<file path="config.mk">
export PLATFORM = sky130hd
export DESIGN_NAME = angle_pd_regulator_flat
export DESIGN_NICKNAME = d
export VERILOG_FILES = /design/src/sv/apr_pkg.sv /design/src/sv/apr_ifs.sv /design/src/sv/apr_cfg.sv /design/src/sv/apr_div.sv /design/src/sv/angle_pd_regulator.sv /design/src/flat_wrapper.sv
export SDC_FILE = /design/constraint.sdc
export NUM_CORES = 2
export LEC_CHECK = 0
export ABC_AREA = 1
export BUFFER_PORTS_ARGS = -buffer_cell sky130_fd_sc_hd__buf_2
export CAP_MARGIN = 20
export CORE_MARGIN = 2
export CORE_UTILIZATION = 40
export DETAILED_ROUTE_END_ITERATION = 12
export SKIP_LAST_GASP = 1
export SLEW_MARGIN = 40
export SYNTH_ARGS = -nofsm -noshare
export SYNTH_HDL_FRONTEND = slang
export SYNTH_SLANG_ARGS = --single-unit
</file>
<file path="constraint.sdc">
create_clock -name clk -period 11.96 [get_ports clk]
set_input_delay 1.794 -clock clk [delete_from_list [all_inputs] [get_ports clk]]
set_output_delay 1.794 -clock clk [all_outputs]
set_load 0.03 [all_outputs]
</file>
<file path="src/sv/apr_pkg.sv">
// Shared types and constants for the angle PD regulator.
`default_nettype none

package apr_pkg;

	// Angles are in 1/64 degree.
	localparam int unsigned HALF_TURN = 11520;
	localparam int unsigned FULL_TURN = 23040;

	// Drive limit and the product scale (Q8.8 gain times 1/64 degree is 1/16384).
	localparam int unsigned DRIVE_MAX   = 100;
	localparam int unsigned SCALE_SHIFT = 14;

	// Register map, word index on the configuration port.
	localparam int unsigned ADDR_W = 4;
	localparam logic [1:0] REG_ENABLE   = 2'd0;
	localparam logic [1:0] REG_SETPOINT = 2'd1;
	localparam logic [1:0] REG_GAIN_P   = 2'd2;
	localparam logic [1:0] REG_GAIN_D   = 2'd3;

	localparam logic [15:0] GAIN_P_RST = 16'd205;
	localparam logic [15:0] GAIN_D_RST = 16'd128;

	typedef struct packed {
		logic               enable;
		logic signed [14:0] setpoint;
		logic [15:0]        gain_p;
		logic [15:0]        gain_d;
	} apr_cfg_t;

	typedef struct packed {
		logic               start;
		logic signed [63:0] num;
		logic [31:0]        dt;
	} apr_div_req_t;

	typedef struct packed {
		logic              done;
		logic signed [7:0] drive;
	} apr_div_rsp_t;

	typedef enum logic [3:0] {
		S_IDLE,
		S_ERR,
		S_MUL1,
		S_MUL2,
		S_MUL3,
		S_SUM,
		S_DIV,
		S_WAIT,
		S_FIN
	} apr_state_t;

endpackage

`default_nettype wire

</file>
<file path="src/sv/apr_ifs.sv">
// Handshake channel interfaces for samples and drive words.
`default_nettype none

interface apr_sample_if;
	logic               valid;
	logic               ready;
	logic signed [14:0] angle;
	logic [31:0]        now_ms;

	modport source (output valid, output angle, output now_ms, input ready);
	modport sink   (input valid, input angle, input now_ms, output ready);
endinterface

interface apr_drive_if;
	logic              valid;
	logic              ready;
	logic signed [7:0] drive_pos;
	logic signed [7:0] drive_neg;

	modport source (output valid, output drive_pos, output drive_neg, input ready);
	modport sink   (input valid, input drive_pos, input drive_neg, output ready);
endinterface

`default_nettype wire

</file>
<file path="src/sv/apr_cfg.sv">
// APB-style register file holding enable, setpoint and the two gains.
`default_nettype none

module apr_cfg (
	input  wire logic                         clk,
	input  wire logic                         arst_n,
	input  wire logic                         psel,
	input  wire logic                         penable,
	input  wire logic                         pwrite,
	input  wire logic [apr_pkg::ADDR_W-1:0]   paddr,
	input  wire logic [31:0]                  pwdata,
	output logic [31:0]                       prdata,
	output logic                              pready,
	output apr_pkg::apr_cfg_t                 cfg
);

	logic               enable_q;
	logic signed [14:0] setpoint_q;
	logic [15:0]        gain_p_q;
	logic [15:0]        gain_d_q;
	logic               wr_en;

	assign pready = 1'b1;
	assign wr_en  = psel & penable & pwrite;

	always_ff @(posedge clk or negedge arst_n) begin
		if (!arst_n) begin
			enable_q   <= 1'b0;
			setpoint_q <= '0;
			gain_p_q   <= apr_pkg::GAIN_P_RST;
			gain_d_q   <= apr_pkg::GAIN_D_RST;
		end else if (wr_en) begin
			case (paddr[3:2])
				apr_pkg::REG_ENABLE:   enable_q   <= pwdata[0];
				apr_pkg::REG_SETPOINT: setpoint_q <= $signed(pwdata[14:0]);
				apr_pkg::REG_GAIN_P:   gain_p_q   <= pwdata[15:0];
				apr_pkg::REG_GAIN_D:   gain_d_q   <= pwdata[15:0];
				default: ;
			endcase
		end
	end

	always_comb begin
		case (paddr[3:2])
			apr_pkg::REG_ENABLE:   prdata = {31'b0, enable_q};
			apr_pkg::REG_SETPOINT: prdata = 32'(setpoint_q);
			apr_pkg::REG_GAIN_P:   prdata = {16'b0, gain_p_q};
			apr_pkg::REG_GAIN_D:   prdata = {16'b0, gain_d_q};
			default:               prdata = '0;
		endcase
	end

	assign cfg.enable   = enable_q;
	assign cfg.setpoint = setpoint_q;
	assign cfg.gain_p   = gain_p_q;
	assign cfg.gain_d   = gain_d_q;

endmodule

`default_nettype wire

</file>
<file path="src/sv/apr_div.sv">
// Restoring divider that turns the drive numerator into a clamped signed drive.
`default_nettype none

module apr_div (
	input  wire logic                  clk,
	input  wire logic                  arst_n,
	input  wire apr_pkg::apr_div_req_t req,
	output apr_pkg::apr_div_rsp_t      rsp
);

	logic        busy_q;
	logic        done_q;
	logic [2:0]  k_q;
	logic [31:0] dt_q;
	logic [62:0] rem_q;
	logic [6:0]  quo_q;
	logic        sat_q;
	logic        neg_q;

	logic [63:0] num_mag;
	logic [52:0] dsh;
	logic [62:0] dsh_ext;
	logic        ge;
	logic [7:0]  mag;

	assign num_mag = req.num[63] ? 64'(-req.num) : 64'(req.num);

	// Divisor is dt scaled by 2^14, shifted by the current quotient bit.
	assign dsh     = {7'b0, dt_q, 14'b0} << k_q;
	assign dsh_ext = {10'b0, dsh};
	assign ge      = rem_q >= dsh_ext;

	always_ff @(posedge clk or negedge arst_n) begin
		if (!arst_n) begin
			busy_q <= 1'b0;
			done_q <= 1'b0;
			k_q    <= '0;
		end else begin
			done_q <= busy_q && (k_q == 3'd0);
			if (req.start) begin
				busy_q <= 1'b1;
				k_q    <= 3'd7;
			end else if (busy_q) begin
				if (k_q == 3'd0) begin
					busy_q <= 1'b0;
				end else begin
					k_q <= k_q - 3'd1;
				end
			end
		end
	end

	always_ff @(posedge clk) begin
		if (req.start) begin
			dt_q  <= req.dt;
			rem_q <= num_mag[62:0];
			neg_q <= req.num[63];
			quo_q <= '0;
			sat_q <= 1'b0;
		end else if (busy_q) begin
			if (k_q == 3'd7) begin
				// A quotient of 128 or more is past the drive limit.
				sat_q <= ge;
			end else begin
				quo_q <= {quo_q[5:0], ge};
				if (ge) begin
					rem_q <= rem_q - dsh_ext;
				end
			end
		end
	end

	always_comb begin
		if (sat_q || ({1'b0, quo_q} > 8'(apr_pkg::DRIVE_MAX))) begin
			mag = 8'(apr_pkg::DRIVE_MAX);
		end else begin
			mag = {1'b0, quo_q};
		end
	end

	assign rsp.done  = done_q;
	assign rsp.drive = neg_q ? $signed(-mag) : $signed(mag);

endmodule

`default_nettype wire

</file>
<file path="src/sv/angle_pd_regulator.sv">
// Top level of the angle PD regulator: sequencer, shared multiplier and output register.
`default_nettype none

// Channel   Dir  Payload                           Handshake
// sample    in   angle (s15), now_ms (u32)         valid/ready
// drive     out  drive_pos (s8), drive_neg (s8)    valid/ready
// apb       in   enable, setpoint, gain_p, gain_d  psel/penable, pready tied high
//
// A sample word passes from acceptance to a result in the output register in
// order: the error and elapsed time are formed, three passes through the
// shared 33x33 multiplier and one add follow, and the divider runs its eight
// compare/subtract steps. Reset clears the sequencer, the history and
// the output valid. A stalled output holds the finished word, and the block takes
// the next sample as soon as that word has moved into the output register.
module angle_pd_regulator (
	input  wire logic                       clk,
	input  wire logic                       arst_n,
	apr_sample_if.sink                      sample,
	apr_drive_if.source                     drive,
	input  wire logic                       psel,
	input  wire logic                       penable,
	input  wire logic                       pwrite,
	input  wire logic [apr_pkg::ADDR_W-1:0] paddr,
	input  wire logic [31:0]                pwdata,
	output logic [31:0]                     prdata,
	output logic                            pready
);

	apr_pkg::apr_cfg_t     cfg;
	apr_pkg::apr_div_req_t div_req;
	apr_pkg::apr_div_rsp_t div_rsp;
	apr_pkg::apr_state_t   state_q;
	apr_pkg::apr_state_t   state_d;

	// Captured sample and the regulator's history.
	logic signed [14:0] angle_q;
	logic [31:0]        now_q;
	logic signed [14:0] last_err_q;
	logic [31:0]        last_time_q;
	logic               primed_q;

	// Working registers.
	logic signed [14:0] err_q;
	logic [31:0]        dt_q;
	logic signed [63:0] prod_q;
	logic signed [63:0] acc_q;

	// Output register.
	logic               out_valid_q;
	logic signed [7:0]  out_pos_q;
	logic signed [7:0]  out_neg_q;

	logic               accept;
	logic               load;
	logic signed [16:0] diff;
	logic signed [16:0] wrapped;
	logic [31:0]        elapsed;
	logic signed [16:0] derr;
	logic signed [32:0] mul_a;
	logic signed [32:0] mul_b;
	logic signed [65:0] prod;

	apr_cfg u_cfg (
		.clk     (clk),
		.arst_n  (arst_n),
		.psel    (psel),
		.penable (penable),
		.pwrite  (pwrite),
		.paddr   (paddr),
		.pwdata  (pwdata),
		.prdata  (prdata),
		.pready  (pready),
		.cfg     (cfg)
	);

	apr_div u_div (
		.clk    (clk),
		.arst_n (arst_n),
		.req    (div_req),
		.rsp    (div_rsp)
	);

	assign sample.ready = (state_q == apr_pkg::S_IDLE);
	assign accept       = sample.valid & sample.ready;

	// Error is wrapped once into plus or minus half a turn.
	assign diff = 17'(angle_q) - 17'(cfg.setpoint);
	always_comb begin
		if (diff > 17'sd11520) begin
			wrapped = diff - 17'(apr_pkg::FULL_TURN);
		end else if (diff < -17'sd11520) begin
			wrapped = diff + 17'(apr_pkg::FULL_TURN);
		end else begin
			wrapped = diff;
		end
	end

	assign elapsed = now_q - last_time_q;
	assign derr    = 17'(err_q) - 17'(last_err_q);

	// Shared multiplier: gain_p * err, then times dt, then gain_d * error change.
	// The first sample has no derivative, so gain_d is replaced by zero.
	always_comb begin
		case (state_q)
			apr_pkg::S_MUL1: begin
				mul_a = $signed({17'b0, cfg.gain_p});
				mul_b = 33'(err_q);
			end
			apr_pkg::S_MUL2: begin
				mul_a = $signed(prod_q[32:0]);
				mul_b = $signed({1'b0, dt_q});
			end
			apr_pkg::S_MUL3: begin
				mul_a = primed_q ? $signed({17'b0, cfg.gain_d}) : '0;
				mul_b = 33'(derr);
			end
			default: begin
				mul_a = '0;
				mul_b = '0;
			end
		endcase
	end

	assign prod = mul_a * mul_b;

	assign div_req.start = (state_q == apr_pkg::S_DIV);
	assign div_req.num   = acc_q;
	assign div_req.dt    = dt_q;

	always_comb begin
		state_d = state_q;
		load    = 1'b0;
		case (state_q)
			apr_pkg::S_IDLE: begin
				// A sample taken while disabled is dropped without leaving idle or touching the history.
				if (accept && cfg.enable) begin
					state_d = apr_pkg::S_ERR;
				end
			end
			apr_pkg::S_ERR:  state_d = apr_pkg::S_MUL1;
			apr_pkg::S_MUL1: state_d = apr_pkg::S_MUL2;
			apr_pkg::S_MUL2: state_d = apr_pkg::S_MUL3;
			apr_pkg::S_MUL3: state_d = apr_pkg::S_SUM;
			apr_pkg::S_SUM:  state_d = apr_pkg::S_DIV;
			apr_pkg::S_DIV:  state_d = apr_pkg::S_WAIT;
			apr_pkg::S_WAIT: begin
				if (div_rsp.done) begin
					state_d = apr_pkg::S_FIN;
				end
			end
			apr_pkg::S_FIN: begin
				if (!out_valid_q || drive.ready) begin
					load    = 1'b1;
					state_d = apr_pkg::S_IDLE;
				end
			end
			default: state_d = apr_pkg::S_IDLE;
		endcase
	end

	always_ff @(posedge clk or negedge arst_n) begin
		if (!arst_n) begin
			state_q     <= apr_pkg::S_IDLE;
			primed_q    <= 1'b0;
			last_err_q  <= '0;
			last_time_q <= '0;
			out_valid_q <= 1'b0;
		end else begin
			state_q <= state_d;
			if (load) begin
				primed_q    <= 1'b1;
				last_err_q  <= err_q;
				last_time_q <= now_q;
				out_valid_q <= 1'b1;
			end else if (drive.ready) begin
				out_valid_q <= 1'b0;
			end
		end
	end

	always_ff @(posedge clk) begin
		if (accept) begin
			angle_q <= sample.angle;
			now_q   <= sample.now_ms;
		end
		if (state_q == apr_pkg::S_ERR) begin
			err_q <= 15'(wrapped);
			// Zero elapsed time counts as 1 ms; the first sample uses 1 ms too.
			dt_q  <= (!primed_q || (elapsed == 32'd0)) ? 32'd1 : elapsed;
		end
		if (state_q inside {apr_pkg::S_MUL1, apr_pkg::S_MUL2, apr_pkg::S_MUL3}) begin
			prod_q <= prod[63:0];
		end
		if (state_q == apr_pkg::S_MUL3) begin
			acc_q <= prod_q;
		end else if (state_q == apr_pkg::S_SUM) begin
			acc_q <= acc_q + prod_q;
		end
		if (load) begin
			out_pos_q <= div_rsp.drive;
			out_neg_q <= -div_rsp.drive;
		end
	end

	assign drive.valid     = out_valid_q;
	assign drive.drive_pos = out_pos_q;
	assign drive.drive_neg = out_neg_q;

	// A word enters the output register only from the final sequencer step.
	a_load_from_fin: assert property (@(posedge clk) disable iff (!arst_n)
		$rose(out_valid_q) |-> $past(state_q == apr_pkg::S_FIN))
		else $error("output word loaded outside the final step");

	// A disabled sample leaves the sequencer idle.
	a_disabled_drop: assert property (@(posedge clk) disable iff (!arst_n)
		(accept && !cfg.enable) |=> (state_q == apr_pkg::S_IDLE))
		else $error("disabled sample started the sequencer");

	// Once a sample has been processed the history stays primed.
	a_primed_sticky: assert property (@(posedge clk) disable iff (!arst_n)
		!$fell(primed_q))
		else $error("history lost its primed mark");

	// The drive stays inside the limit.
	a_drive_range: assert property (@(posedge clk) disable iff (!arst_n)
		drive.valid |-> (drive.drive_pos <= 8'sd100 && drive.drive_pos >= -8'sd100))
		else $error("drive outside limit");

endmodule

`default_nettype wire
</file>
<file path="src/flat_wrapper.sv">
// flat-port wrapper written by rule: the top's interface ports become plain ports
module angle_pd_regulator_flat 
  (clk, arst_n, psel, penable, pwrite, paddr, pwdata, prdata, pready, sample_valid, sample_angle, sample_now_ms, sample_ready, drive_valid, drive_drive_pos, drive_drive_neg, drive_ready);
  apr_sample_if sample_i ();
  apr_drive_if drive_i ();
  input  wire logic clk;
  input  wire logic arst_n;
  input  wire logic psel;
  input  wire logic penable;
  input  wire logic pwrite;
  input  wire logic [apr_pkg::ADDR_W-1:0] paddr;
  input  wire logic [31:0] pwdata;
  output logic [31:0] prdata;
  output logic pready;
  input wire logic [$bits(sample_i.valid)-1:0] sample_valid;
  input wire logic [$bits(sample_i.angle)-1:0] sample_angle;
  input wire logic [$bits(sample_i.now_ms)-1:0] sample_now_ms;
  output wire logic [$bits(sample_i.ready)-1:0] sample_ready;
  output wire logic [$bits(drive_i.valid)-1:0] drive_valid;
  output wire logic [$bits(drive_i.drive_pos)-1:0] drive_drive_pos;
  output wire logic [$bits(drive_i.drive_neg)-1:0] drive_drive_neg;
  input wire logic [$bits(drive_i.ready)-1:0] drive_ready;
  assign sample_i.valid = sample_valid;
  assign sample_i.angle = sample_angle;
  assign sample_i.now_ms = sample_now_ms;
  assign sample_ready = sample_i.ready;
  assign drive_valid = drive_i.valid;
  assign drive_drive_pos = drive_i.drive_pos;
  assign drive_drive_neg = drive_i.drive_neg;
  assign drive_i.ready = drive_ready;
  angle_pd_regulator u_core (.clk(clk), .arst_n(arst_n), .sample(sample_i), .drive(drive_i), .psel(psel), .penable(penable), .pwrite(pwrite), .paddr(paddr), .pwdata(pwdata), .prdata(prdata), .pready(pready));
endmodule
</file>
Yosys cells after proc, flatten, opt, wreduce, memory -nomap -nowiden:

Index checks and enable logic that the tools add are counted.

* register bits: 448
* bits of input ports: 90
* output and inout bits: 51
* logic and storage cells: 117

* $add $sub $neg: 11
* $mul: 1
* order comparisons: 4
* equality and inequality tests: 17
* shift operators: 1
* muxes and demuxes: 29
* bitwise operators: 4
* reductions and logical operators: 25

Operators with widths (count)
* 63-bit 2-to-1 mux: 5
* 33-bit case mux with 3 select lines: 2
* 64-bit 2-to-1 mux: 2
* 32-bit case mux with 4 select lines: 1
* 64-bit adder: 1
* 33-bit by 33-bit multiplier with 64-bit output: 1
* 63-bit by 53-bit greater-or-equal comparator with 1-bit output: 1
* 63-bit negation: 1
* 63-bit by 53-bit subtractor with 63-bit output: 1
* 46-bit by 3-bit << shifter with 53-bit output: 1
* 4-bit case mux with 9 select lines: 1
* 32-bit zero test: 1
* 15-bit by 15-bit subtractor with 16-bit output: 2
* 32-bit subtractor: 1
* 15-bit 2-to-1 mux: 2
* 4-bit by 3-bit equality test with 1-bit output (second input constant): 4
* 16-bit by 15-bit greater-than comparator with 1-bit output (second input constant): 1
* 16-bit by 15-bit less-than comparator with 1-bit output (second input constant): 1
* 16-bit 2-to-1 mux: 1
* 8-bit negation: 2
* 15-bit adder (second input constant): 1
* 15-bit subtractor (second input constant): 1
* 2-bit AND reduction: 7
* 4-bit 2-to-1 mux: 3
* 25 further kinds: 48

Longest topological paths before layout:

* depth after elaboration: 6
* depth in mapped cells: 49
* mapped depth without buffers: 47

Modules after synthesis:

A second synthesis with hierarchy kept.

* cell total of the unflattened synthesis: 9731
* area, all modules: 72953.7 µm²

By module, submodules not included
* angle_pd_regulator: times used 1, cells an instance 7498, area each 59610.9 µm², seq. area each 8443.1 µm²
* apr_div: times used 1, cells an instance 1929, area each 10931.7 µm², seq. area each 2747.6 µm²
* apr_cfg: times used 1, cells an instance 304, area each 2411.1 µm², seq. area each 1208.7 µm²

Worst setup path after synthesis:

Ideal clock, no wire load.

* path kind: register -> register
* from: reg u_core.err_q[2]
* to: reg u_core.prod_q[63], data pin
* setup time: 249 ps
* data arrival time: 8351 ps
* setup slack: 3360 ps
* stages on the path, launching flop included: 40
* path buffers: 1
* clock period less this slack: 8600 ps
* cells stage by stage: edfxtp_1 > ha_1 > or2_1 > nand3_1 > nand2_1 > a31oi_1 > inv_1 > o21ai_0 > nand2_2 > inv_2 > buf_2 > nor2_1 > fa_1 > inv_1 > fa_1 > inv_1 > fa_1 > inv_1 > [... 4 more ...] > inv_1 > fa_1 > fa_1 > inv_1 > ha_1 > nand2_1 > nor2_1 > inv_1 > nor4_1 > nand2_1 > nor3_1 > nand2_1 > nand2_1 > nand3_1 > nand2_1 > nand2_1 > nand2_1 > inv_1

* longest elaborated chain between the ends: 3

Ends and longest elaborated chain
* start, declared: RTL line angle_pd_regulator.sv:43 `logic signed [14:0] err_q;`
* start signal, assigned: RTL line angle_pd_regulator.sv:187 `err_q <= 15'(wrapped);`
* 15-bit by 15-bit subtractor with 16-bit output: RTL line angle_pd_regulator.sv:99 `assign derr = 17'(err_q) - 17'(last_err_q);`
* 33-bit case mux with 3 select lines *: RTL line angle_pd_regulator.sv:104 `case (state_q)`
* 33-bit by 33-bit multiplier with 64-bit output *: RTL line angle_pd_regulator.sv:124 `assign prod = mul_a * mul_b;`
* via u_core.prod[63]: RTL line angle_pd_regulator.sv:61 `logic signed [65:0] prod;`
* end signal, assigned: RTL line angle_pd_regulator.sv:192 `prod_q <= prod[63:0];`
* end, declared: RTL line angle_pd_regulator.sv:45 `logic signed [63:0] prod_q;`

The timed path passes the listed nets; every way through them passes the cells marked *.
A chain may end at the register's enable or synchronous reset.

Final worst setup path:

* from: reg u_core.err_q[2]
* to: reg u_core.prod_q[53], data pin

The elaborated chain is that of the path after synthesis.

==> impl_results.md <==
- H-tree levels: 2
- Clk root buf: clkbuf_16
- Main area contributors after synthesis: fa_1 (31%), edfxtp_1 (14%), nand2_1 (12%)
- R2R setup slack: roughly 1.2 ns
- Cell variety after synth: a little over 70
- Die X: roughly 430 um
- Max-slew violations: 0
- Number of buffers inserted by hold repair at cts: 0
- Startpoint Class: flip-flop
- Full die area: 183,000 um^2
- Worst Max-Slew Pin Slew: roughly 0.95 ns
- Post-route ant nets: 0
- Tcrit/Tclk final: 89.7%
- CP Class: flip-flop to flip-flop
- Vias in the first global route: between 60,000 and 70,000
- Cell Area, Synth: 72,000 um^2
- Syn. warnings: 0
- Post-synthesis average cell area: between 7 and 8 um^2
- Clock Path Buffers: 3
- Hold path cells: 2
- Routed WL: between 200,000 and 250,000 um
- Clock skew: between 0.03 and 0.04 ns
- FMAX: a little over 90 MHz
- Layout Area Growth over Synthesis: 6.21%
- Hold Fails Final Rpt: 0
- Port Buf Inserts: ~120
- CTS Buf Count: 51
- Pin count of the biggest net entering global routing: 77
- GRT Total Usage: between 20% and 30%
- Final setup fails: 0
- R2r startpoint: u_core.err_q[2]
- Worst R2R Path Depth: 38
- Final min period: around 11 ns
- Setup tns final: 0 ns
- R2R Path End: u_core.prod_q[53]
- Placed cells: between 10,000 and 15,000
- Setup Fix Bufs, Post-CTS: 0
- Core area: about 180,000 um^2
- Clock-pin transition on the worst setup and hold timing paths: 0.07 ns
- Critical path peak fanout: 20
- Seq/Total Area, Yosys: roughly 17%
- TritonCTS Sinks: around 440
- DR vias: ~60,000
- Worst path required time: between 10 and 15 ns
- Worst-Skew Late Latency: between 0.6 and 0.7 ns
- Final HPWL DP: 204,000 um
- WL per Instance: 20.9 um
- Largest stage delay, worst path: around 0.74 ns
- Share of cells above drive strength 1: 5.11%
- GPL Wtd Cong: 0.984
- Hold crit path type: flip-flop to flip-flop
- Top cell type's share of synthesized area: between 30% and 40%
- Cell accounting for the most synthesized area: fa_1
- CTS tree: built
- # rows: between 150 and 200
- DRT iter0 DRCs: 4,936
- Post-synthesis cell count: roughly 9,300
- #FFs+latches synth: around 440
- Num ports: 141
- RSZ-0062 raised after global routing: false
- WHS Endpoint: u_core.last_err_q[7]
- First-pass GRT wire length: 374,000 um
- Post-cts repair resize count: 0
- Via density per instance: between 5 and 6
- Grt total ovfl: 0
- Critical Path End Type: flip-flop
- CP Data Arrival Time: about 11 ns
- Non-filler instance count after layout: 11,684
- # DRC: 0
- Maxcap violations: 0
- Initial core utilization: 40.3%
- Initial antenna violation count: 8
- Status: completed
- Slew HR: roughly 36%
- Nets@finish: ~11,000
- Hold wc startpoint: u_core.last_err_q[7]
- First drt pass iteration count: 8
- Die height: approximately 430 um
- CP max-delay cell: nor4_1
- Syn_nets: around 11,000
layout by cell type (no fill, tap or decap), types with 10 or more instances in the layout:
cell and instances:
a21boi_0 10, a21o_1 27, a21oi_1 355, a221oi_2 11, a31oi_1 64, buf_2 120
buf_4 90, clkbuf_16 51, clkinv_1 11, dfrtp_1 100, edfxtp_1 324, fa_1 1128
ha_1 383, inv_1 2199, inv_2 38, nand2_1 2357, nand2_2 17, nand2_4 14
nand3_1 293, nand3b_1 13, nand4_1 66, nor2_1 699, nor2_2 19, nor3_1 65
nor4_1 27, o211ai_1 11, o21a_1 13, o21ai_0 446, o21ai_1 16, o21bai_1 28
o221ai_1 17, or2_2 32, xnor2_1 59, xor2_1 84
how the worst max path moves through the flow:
stage / start / to / slack [ns] / depth (start not counted)
after floorplan: u_core.err_q[2] / u_core.prod_q[63] / 3.36 / 39
after global placement: u_core.err_q[2] / u_core.prod_q[53] / 1.57 / 38
after detailed placement: u_core.err_q[2] / u_core.prod_q[53] / 1.51 / 38
after CTS: u_core.err_q[2] / u_core.prod_q[53] / 1.50 / 38
after global routing: u_core.err_q[2] / u_core.prod_q[53] / 0.96 / 38
final: u_core.err_q[2] / u_core.prod_q[53] / 1.23 / 38
worst max-delay path, delay by kind of cell (launching register included):
| kind | cells | cell delay, ns |
|---|---|---|
| buffers and inverters | 10 | 1.36 |
| AND/OR/NAND/NOR | 17 | 3.39 |
| flip-flops | 1 | 0.41 |
| adder cells (fa/ha/maj) | 10 | 4.77 |
| XOR/XNOR | 1 | 0.45 |
stage by stage:
stage | worst slack, ns | hold WS, ns | cell area [um^2] | utilization (%)
final | 1.23 | 0.488 | 76400 | 42.8
after global routing | 0.956 | 0.511 | 76400 | 42.8
after CTS | 1.50 | 0.490 | 76400 | 42.8
after detailed placement | 1.51 | 0.475 | 74700 | 41.8
after global placement | 1.57 | 0.467 | 74700 | 41.8
after floorplan | 3.36 | 0.426 | 72000 | -
logic make-up after synthesis:
| family | after synthesis | share of synthesized area [%] |
|---|---|---|
| and+or+nand+nor | 3642 | 20.7 |
| buffers and inverters | 2532 | 13.9 |
| adders and majority gates | 1512 | 38.1 |
| AOI/OAI and AO/OA | 1037 | 8.17 |
| DFF | 438 | 17.4 |
| xor gates and xnor gates | 143 | 1.74 |
| other | 1 | 0.00521 |
| muxes | 1 | 0.0139 |
final cells by class:
type | count | area (um^2)
tap | 2355 | 2950
fill | 18190 | 102000
inverter | 2244 | 8430
timing repair buffer | 214 | 1340
multi-input combinational | 6336 | 49500
clock inverter | 38 | 360
antenna | 1 | 2.50
sequential | 438 | 12500
clock buffer | 58 | 1300
synth_stat cells, drive strengths merged:
library cell     n
a211oi           6
a21boi          12
a21o            27
a21oi          356
a221oi          17
a31o             1
a31oi           64
a32oi            1
and2             3
and3             9
buf            194
clkbuf          94
clkinv           4
conb             1
dfrtp          100
dfstp            6
dfxtp            8
edfxtp         324
fa            1129
ha             383
inv           2240
mux2i            1
nand2         2388
nand3          300
nand3b          13
nand4           66
nor2           728
nor3            68
nor3b            1
nor4            30
o2111ai          1
o211a            1
o211ai          13
o21a            13
o21ai          466
o21bai          29
o221ai          18
o22ai            3
o31ai            6
o32ai            2
o41ai            1
or2             35
or3              1
xnor2           59
xor2            84
sequential cells by signal, summed over array words and instances (netlist names), 3 cells and up:
register                 flops
u_core.acc_q                64
u_core.u_div.quo_q           7
u_core.drive.drive_neg       8
u_core.u_cfg.gain_p_q       16
u_core.prod_q               64
u_core.err_q                15
u_core.angle_q              15
u_core.last_time_q          32
u_core.u_div.k_q             3
u_core.now_q                32
u_core.u_cfg.setpoint_q     15
u_core.last_err_q           15
u_core.u_cfg.gain_d_q       16
u_core.dt_q                 32
u_core.u_div.rem_q          54
u_core.u_div.dt_q           32
u_core.drive.drive_pos       7
u_core.state_q               4
per-layer routing:
layer	global-route usage [%]	up-vias	routed length (um)
li1	-	28089	-
met1	36.4	29983	106000
met2	43.7	2026	113000
met3	3.54	369	16000
met4	8.42	4	8530
met5	0	-	41
Power is left out: the tool's default activity adds up to more than one toggle a clock period on the data nets, which glitch-free logic cannot reach.
